==> src/rtl/assert_macros.svh <==
// Assertion macros shared by the RTL of the weighted category pick block.
// Depends on nothing; included by modules that carry assertions.
`ifndef ASSERT_MACROS_SVH
`define ASSERT_MACROS_SVH

// Implication checked at every rising edge outside reset.
`define WCP_ASSERT_IMP(lbl, clk, rstn, ante, cons) \
  lbl: assert property (@(posedge clk) disable iff (!rstn) (ante) |-> (cons)) \
    else $error("wcp assertion failed");

// Plain invariant checked at every rising edge outside reset.
`define WCP_ASSERT_ALW(lbl, clk, rstn, cond) \
  lbl: assert property (@(posedge clk) disable iff (!rstn) (cond)) \
    else $error("wcp invariant failed");

`endif

==> src/rtl/wcp_pkg.sv <==
// Types and constants of the weighted category pick block.
// Depends on nothing; used by the interfaces and all modules.
package wcp_pkg;

  localparam int CAT_W    = 8;
  localparam int KEY_W    = 32;
  localparam int CODE_W   = 32;
  localparam int RND_W    = 31;
  localparam int WEIGHT_W = 7;
  localparam int BIT_W    = 5;

  typedef enum logic [1:0] {
    KIND_CLEAR = 2'd0,
    KIND_ADD   = 2'd1,
    KIND_PICK  = 2'd2,
    KIND_NONE  = 2'd3
  } kind_t;

  typedef enum logic [1:0] {
    ST_OK     = 2'd0,
    ST_EMPTY  = 2'd1,
    ST_BADCAT = 2'd2,
    ST_FULL   = 2'd3
  } status_t;

  // What the back end has to do with a classified item.
  typedef enum logic [1:0] {
    OP_REPORT = 2'd0,
    OP_CLEAR  = 2'd1,
    OP_ADD    = 2'd2,
    OP_PICK   = 2'd3
  } op_t;

  typedef struct packed {
    op_t                   op;
    status_t               status;
    logic [CAT_W-1:0]      cat;
    logic [WEIGHT_W-1:0]   weight;
    logic [CODE_W-1:0]     code;
    logic [RND_W-1:0]      rnd;
  } cmd_t;

  typedef struct packed {
    logic [CAT_W-1:0]  cat;
    logic [KEY_W-1:0]  key;
    logic [CODE_W-1:0] code;
  } entry_t;

endpackage

==> src/rtl/wcp_in_if.sv <==
// Input channel of the weighted category pick block: valid, ready and one item.
// Depends on wcp_pkg for field widths.
interface wcp_in_if;
  logic                          valid;
  logic                          ready;
  logic [1:0]                    kind;
  logic [2:0]                    grade;
  logic [4:0]                    slot;
  logic [wcp_pkg::WEIGHT_W-1:0]  weight;
  logic signed [wcp_pkg::CODE_W-1:0] entry_code;
  logic [wcp_pkg::RND_W-1:0]     random_value;

  modport source (output valid, kind, grade, slot, weight, entry_code, random_value,
                  input ready);
  modport sink (input valid, kind, grade, slot, weight, entry_code, random_value,
                output ready);
endinterface

==> src/rtl/wcp_front.sv <==
// Front end: takes input beats, checks the category and turns each into a command.
// Depends on wcp_pkg and wcp_in_if.
module wcp_front #(
  parameter int NUM_SLOTS  = 17,
  parameter int NUM_GRADES = 5
) (
  wcp_in_if.sink          in_ch,
  input  logic            q_full,
  output logic            q_push,
  output wcp_pkg::cmd_t   q_cmd
);

  logic                       cat_ok;
  logic [wcp_pkg::CAT_W-1:0]  cat;

  assign cat_ok = ({1'b0, in_ch.grade} < 4'(NUM_GRADES)) &&
                  ({1'b0, in_ch.slot} < 6'(NUM_SLOTS));
  assign cat    = wcp_pkg::CAT_W'(in_ch.grade) * wcp_pkg::CAT_W'(NUM_SLOTS) +
                  wcp_pkg::CAT_W'(in_ch.slot);

  assign in_ch.ready = !q_full;
  assign q_push      = in_ch.valid && !q_full;

  always_comb begin
    q_cmd        = '0;
    q_cmd.op     = wcp_pkg::OP_REPORT;
    q_cmd.status = wcp_pkg::ST_OK;
    q_cmd.cat    = cat;
    q_cmd.weight = in_ch.weight;
    q_cmd.code   = in_ch.entry_code;
    q_cmd.rnd    = in_ch.random_value;
    case (in_ch.kind)
      wcp_pkg::KIND_CLEAR: begin
        q_cmd.op = wcp_pkg::OP_CLEAR;
      end
      wcp_pkg::KIND_ADD: begin
        if (!cat_ok) begin
          q_cmd.status = wcp_pkg::ST_BADCAT;
        end else if (in_ch.weight != '0) begin
          q_cmd.op = wcp_pkg::OP_ADD;
        end
      end
      wcp_pkg::KIND_PICK: begin
        if (!cat_ok) begin
          q_cmd.status = wcp_pkg::ST_BADCAT;
        end else begin
          q_cmd.op = wcp_pkg::OP_PICK;
        end
      end
      default: begin
        q_cmd.op = wcp_pkg::OP_REPORT;
      end
    endcase
  end

endmodule

==> src/flat_wrapper.sv <==
// flat-port wrapper written by rule: the top's interface ports become plain ports
module wcp_front_flat 
#(
  parameter int NUM_SLOTS  = 17,
  parameter int NUM_GRADES = 5
)
  (q_full, q_push, q_cmd, in_ch_valid, in_ch_kind, in_ch_grade, in_ch_slot, in_ch_weight, in_ch_entry_code, in_ch_random_value, in_ch_ready);
  wcp_in_if in_ch_i ();
  input  logic q_full;
  output logic q_push;
  output wcp_pkg::cmd_t q_cmd;
  input wire logic [$bits(in_ch_i.valid)-1:0] in_ch_valid;
  input wire logic [$bits(in_ch_i.kind)-1:0] in_ch_kind;
  input wire logic [$bits(in_ch_i.grade)-1:0] in_ch_grade;
  input wire logic [$bits(in_ch_i.slot)-1:0] in_ch_slot;
  input wire logic [$bits(in_ch_i.weight)-1:0] in_ch_weight;
  input wire logic [$bits(in_ch_i.entry_code)-1:0] in_ch_entry_code;
  input wire logic [$bits(in_ch_i.random_value)-1:0] in_ch_random_value;
  output wire logic [$bits(in_ch_i.ready)-1:0] in_ch_ready;
  assign in_ch_i.valid = in_ch_valid;
  assign in_ch_i.kind = in_ch_kind;
  assign in_ch_i.grade = in_ch_grade;
  assign in_ch_i.slot = in_ch_slot;
  assign in_ch_i.weight = in_ch_weight;
  assign in_ch_i.entry_code = in_ch_entry_code;
  assign in_ch_i.random_value = in_ch_random_value;
  assign in_ch_ready = in_ch_i.ready;
  wcp_front #(.NUM_SLOTS(NUM_SLOTS), .NUM_GRADES(NUM_GRADES)) u_core (.in_ch(in_ch_i), .q_full(q_full), .q_push(q_push), .q_cmd(q_cmd));
endmodule
==> config.mk <==
export PLATFORM = sky130hd
export DESIGN_NAME = wcp_front_flat
export DESIGN_NICKNAME = d
export VERILOG_FILES = /design/src/rtl/assert_macros.svh /design/src/rtl/wcp_pkg.sv /design/src/rtl/wcp_in_if.sv /design/src/rtl/wcp_front.sv /design/src/flat_wrapper.sv
export SDC_FILE = /design/constraint.sdc
export NUM_CORES = 1
export LEC_CHECK = 0
export BUFFER_PORTS_ARGS = -buffer_cell sky130_fd_sc_hd__buf_2
export CORE_AREA = 2 2 64 66
export DETAILED_ROUTE_END_ITERATION = 6
export DIE_AREA = 0 0 66 68
export PLACE_DENSITY_LB_ADDON = 0.1
export SLEW_MARGIN = 10
export SYNTH_ARGS = -nofsm -noshare
export SYNTH_HDL_FRONTEND = slang
export SYNTH_SLANG_ARGS = --single-unit
==> constraint.sdc <==
create_clock -name vclk -period 1.9
set_clock_uncertainty 0.15 [all_clocks]
set_input_delay 0.19 -clock vclk [all_inputs]
set_output_delay 0.19 -clock vclk [all_outputs]
set_load 0.02 [all_outputs]
* Yosys cells after proc, flatten, opt, wreduce, memory -nomap -nowiden *
Cells that the tools add are included.

storage, ports and cells
  memories kept = 0
  bits in read-only memories = 0
  RAM bits = 0
  register bits after elaboration = 0
  bits in latches = 0
  bits of input ports = 82

operators by class
  reductions and logical operators = 6
  bitwise logic cells = 0
  add/subtract/negate cells = 1
  equality and inequality tests = 2
  shift-type cells = 0
  multipliers = 1
  magnitude comparators = 2
  divide/modulo/power cells = 0
  multiplexer cells = 6

operator list
  kind                                                                   count
  2-bit two-way mux                                                      5
  8-bit by 5-bit adder with 8-bit output                                 1
  3-bit by 5-bit multiplier with 8-bit output, second input constant     1
  7-bit nonzero test                                                     1
  2-bit case mux with 3 select lines                                     1
  5-bit < comparator, second input constant                              1
  3-bit < comparator, second input constant                              1
  2-bit by 1-bit equality test with 1-bit output, second input constant  1
  2-bit equality test, second input constant                             1
  1-bit logical AND                                                      2
  2-bit logical NOT                                                      1
  2-bit OR reduction                                                     1
  1-bit logical NOT                                                      1

* Logic depth before layout (Yosys ltp) *
  word-level depth = 4
  gate-level depth with buffers = 7
  gate-level depth less buffers = 7

* Worst setup path before layout *
No wires, ideal clock.

  path type = in2out
  start point = input port in_ch_slot[1]
  end point = output port q_cmd[75] (netlist name)
  buffers on the path = 0
  path slack = -104 ps
  data required time = 1,560 ps
  data arrival time = 1,664 ps
  cell stages on the path = 7
  cell sequence = ha_1 > ha_1 > inv_1 > fa_1 > nor2b_1 > o21ai_0 > xnor2_1

RTL lines
  element      RTL line            RTL
  from (decl)  flat_wrapper.sv:15  input wire logic [$bits(in_ch_i.slot)-1:0] in_ch_slot;
  to (decl)    flat_wrapper.sv:11  output wcp_pkg::cmd_t q_cmd;

==> summary.md <==
| Metric | Value |
|---|---|
| Post-synthesis share of cell area spent on and, or, nand and nor gates | 0.0639 |
| DP Wirelength | 2010 um |
| Detailed-route vias per instance | about 4.1 |
| Adder and majority cell fraction of the synthesized area | 0.189 |
| Startpoint class of the critical path | primary input |
| Unrepaired setup endpoints after global routing | true |
| Max-slew violations | 0 |
| Ant diodes | 0 |
| Detailed-route DRC error count | 0 |
| Netlist area before placement | 901 sq um |
| Worst EP arrival | approximately 1600 ps |
| Global routing usage summed across all routing layers | 0.0847 |
| Synthesis-to-layout area growth | -4.44% |
| Count of placed standard cells including taps | between 100 and 150 |
| Cells after synthesis | 117 |
| Worst path required time | roughly 1600 ps |
| Non-filler cells in the finished layout | 148 |
| Result of the run | finished with violations |
| Net count of the finished layout | approximately 200 |
| Number of buffers and inverters on the critical path | 3 |
| Min cycle time layout | roughly 2000 ps |
| Area taken by multi-input logic gates | approximately 440 sq um |
| Routability congestion estimate | between 0.6 and 0.7 |
| Violated checks | setup timing |
| Count of cell instances traversed by the critical path | 8 |
| Cell-by-cell trace of the critical path | buf_2 -> ha_4 -> inv_1 -> fa_2 -> nor2b_4 -> o211a_1 -> o21a_1 -> buf_6 |
| Area taken by flip-flops and latches | 0 sq um |
| Iteration count of the initial detailed-routing pass | 2 |
| CP Max Fanout | 2 |
| Final setup violation count | 3 |
| Largest net degree at the start of global routing | 4 |
| Count of buffers from port buffering | 39 |
| Reported max-cap violation count | 0 |
| Routed wire length per instance | 14.9 um |
| Y dimension of the die | a little under 70 um |
| CTS Hold Buffers Added | 0 |
| Final worst setup slack | -58.8 ps |
| Xor-xnor portion of the synthesized cell area | 0.0389 |
| Sequential cell area fraction in the yosys report | 0 |
| Number of flip-flops and latches | 0 |
| Maximum vdd ir drop | ~40 uV |
| Critical path's slowest cell | sky130_fd_sc_hd__fa_2 |
| Share of final-layout standard cells stronger than drive strength 1 | 0.694 |
| Number of global-route vias before repair | 608 |
| Initial cell density of the core | 0.234 |
| Global-route wire length before repair | around 3000 um |
| Remaining Overflow, GRT | 0 |
| Hold violation total from the final report | 0 |
| Final period utilization | 1.03 |
| Die width | approximately 66 um |
| Compound-Gate Fraction of Synth Area | 0.0792 |
| Startpoint-to-endpoint class of the critical path | primary input to primary output |
| Main combinational cell family by area after synthesis | buffers and inverters |
| ANT nets after route | 0 |
| Crit-path leading delay family | adder cells |
| Setup crit end kind | primary output |
| Top cells by area in the synthesized netlist | sky130_fd_sc_hd__buf_4 59%, sky130_fd_sc_hd__ha_1 17%, sky130_fd_sc_hd__inv_1 3.3%, sky130_fd_sc_hd__fa_1 2.2%, sky130_fd_sc_hd__xnor2_1 1.9% |
| Hold WC Path Type | primary input to primary output |
| Cell taking the most area after synthesis | sky130_fd_sc_hd__buf_4 |
| Io pins | between 150 and 200 |
| Portion of synthesized cell area occupied by the leading cell type | 0.592 |
| Drt initial violations | 3 |
| Antenna violations before repair | 0 |
| Depth of the worst hold-timing path | 0 |
| Top achievable clock speed | 0.511 GHz |
| Share of the core filled with cells in the final layout | 0.223 |
| Clock buffer instance count of the final layout | 0 |
| Total number of yosys warnings | 0 |
| Total via count after detailed routing | 601 |
| Slowest cell delay on critical path | 420 ps |
| Number of nets in the synthesized netlist | about 210 |
| Post-synthesis cell type count | 21 |
| Post-synthesis average cell area | about 7.7 sq um |
| Routed WL | 2210 um |
| Power density normalized to cell area | about 320 nW/um^2 |
| Leakage power | ~0.45 nW |
| Fillers | 434 |
| Overall die area | approximately 4500 sq um |
| Floorplan Core Area | between 3000 and 4000 sq um |
| Number of placement rows | 23 |
| Mux cell area share after synthesis | 0 |
## timing repair
item                                   in CTS  in global routing
endpoints found under the hold margin       0                  0
gates resized for setup                    21                  5
setup endpoints to repair                   4                  5
buffers inserted                            1                  0
pin swaps                                   9                  5
## where the power goes
part | internal, mW | switching (mW)
combinational | 0.128 | 0.146
sequential | 0 | 0
clock | 0 | 0
total | 0.128 | 0.146
## cell usage after synthesis, drive strengths merged (2+ instances only)
master,number
buf,71
o21ai,2
xnor2,2
or4,2
nor2b,2
nor2,3
xor2,2
ha,12
nand2,2
inv,8
## path summary, 6_finish.rpt
check                 slack, ps   endpoint                    from
worst max-delay path        -60  q_cmd[77]          in_ch_grade[2]
worst min-delay path        230  q_cmd[14]  in_ch_random_value[14]
## per-layer routing
layer,share of wire,global-route usage,up-vias
li1,-,-,263
met1,0.28,0.0666,265
met2,0.54,0.182,63
met3,0.17,0.0428,10
met4,0.012,0.0179,0
met5,0,0,-
## per-stage QoR
stage               power, mW  setup slack (ps)  hold slack, ps  instance area [sq um]  TNS (ps)
finish                  0.274             -58.8             230                    861     -66.6
detailed placement      0.231              -225             230                    726      -761
global placement        0.232              -236             230                    726      -826
CTS                     0.270              -129             230                    841      -212
global route            0.300              -113             230                    861      -267
floorplan               0.333              27.7             307                    911         0
## kinds of logic (layout without fill, tap and decap cells)
logic type | count (synthesis) | after routing
buffers and inverters | 79 | 60
adder cells (fa/ha/maj) | 13 | 13
AND/OR/NAND/NOR | 11 | 11
AO/OA/AOI/OAI | 9 | 9
XOR/XNOR | 4 | 4
other | 1 | 1
## area by class of cell
type | count | share of cell area
Timing Repair Buffer | 52 | 0.379
Inverter | 8 | 0.0349
Tap cell | 50 | 0.0727
Multi-Input combinational cell | 38 | 0.513
## placed cells by master (no fill, tap or decap)
cell / instances
sky130_fd_sc_hd__buf_2: 33
sky130_fd_sc_hd__buf_4: 16
sky130_fd_sc_hd__inv_1: 7
sky130_fd_sc_hd__ha_1: 7
sky130_fd_sc_hd__ha_4: 4
sky130_fd_sc_hd__nor2_1: 2
sky130_fd_sc_hd__xor2_1: 2
sky130_fd_sc_hd__or4_1: 2
sky130_fd_sc_hd__buf_8: 2
sky130_fd_sc_hd__inv_2: 1
sky130_fd_sc_hd__nor2b_4: 1
sky130_fd_sc_hd__o21ai_2: 1
sky130_fd_sc_hd__xnor2_2: 1
sky130_fd_sc_hd__xnor2_1: 1
sky130_fd_sc_hd__o41ai_2: 1
sky130_fd_sc_hd__o21ai_0: 1
sky130_fd_sc_hd__a31oi_1: 1
sky130_fd_sc_hd__a211oi_2: 1
sky130_fd_sc_hd__nor2_2: 1
sky130_fd_sc_hd__nand2_2: 1
sky130_fd_sc_hd__o31ai_4: 1
sky130_fd_sc_hd__nand2_1: 1
sky130_fd_sc_hd__o22ai_2: 1
sky130_fd_sc_hd__nor3_1: 1
sky130_fd_sc_hd__o211a_1: 1
sky130_fd_sc_hd__o21a_1: 1
sky130_fd_sc_hd__nor2b_1: 1
sky130_fd_sc_hd__and2_1: 1
sky130_fd_sc_hd__fa_2: 1
sky130_fd_sc_hd__ha_2: 1
sky130_fd_sc_hd__conb_1: 1
sky130_fd_sc_hd__buf_6: 1
(Power assumes the default switching activity.)
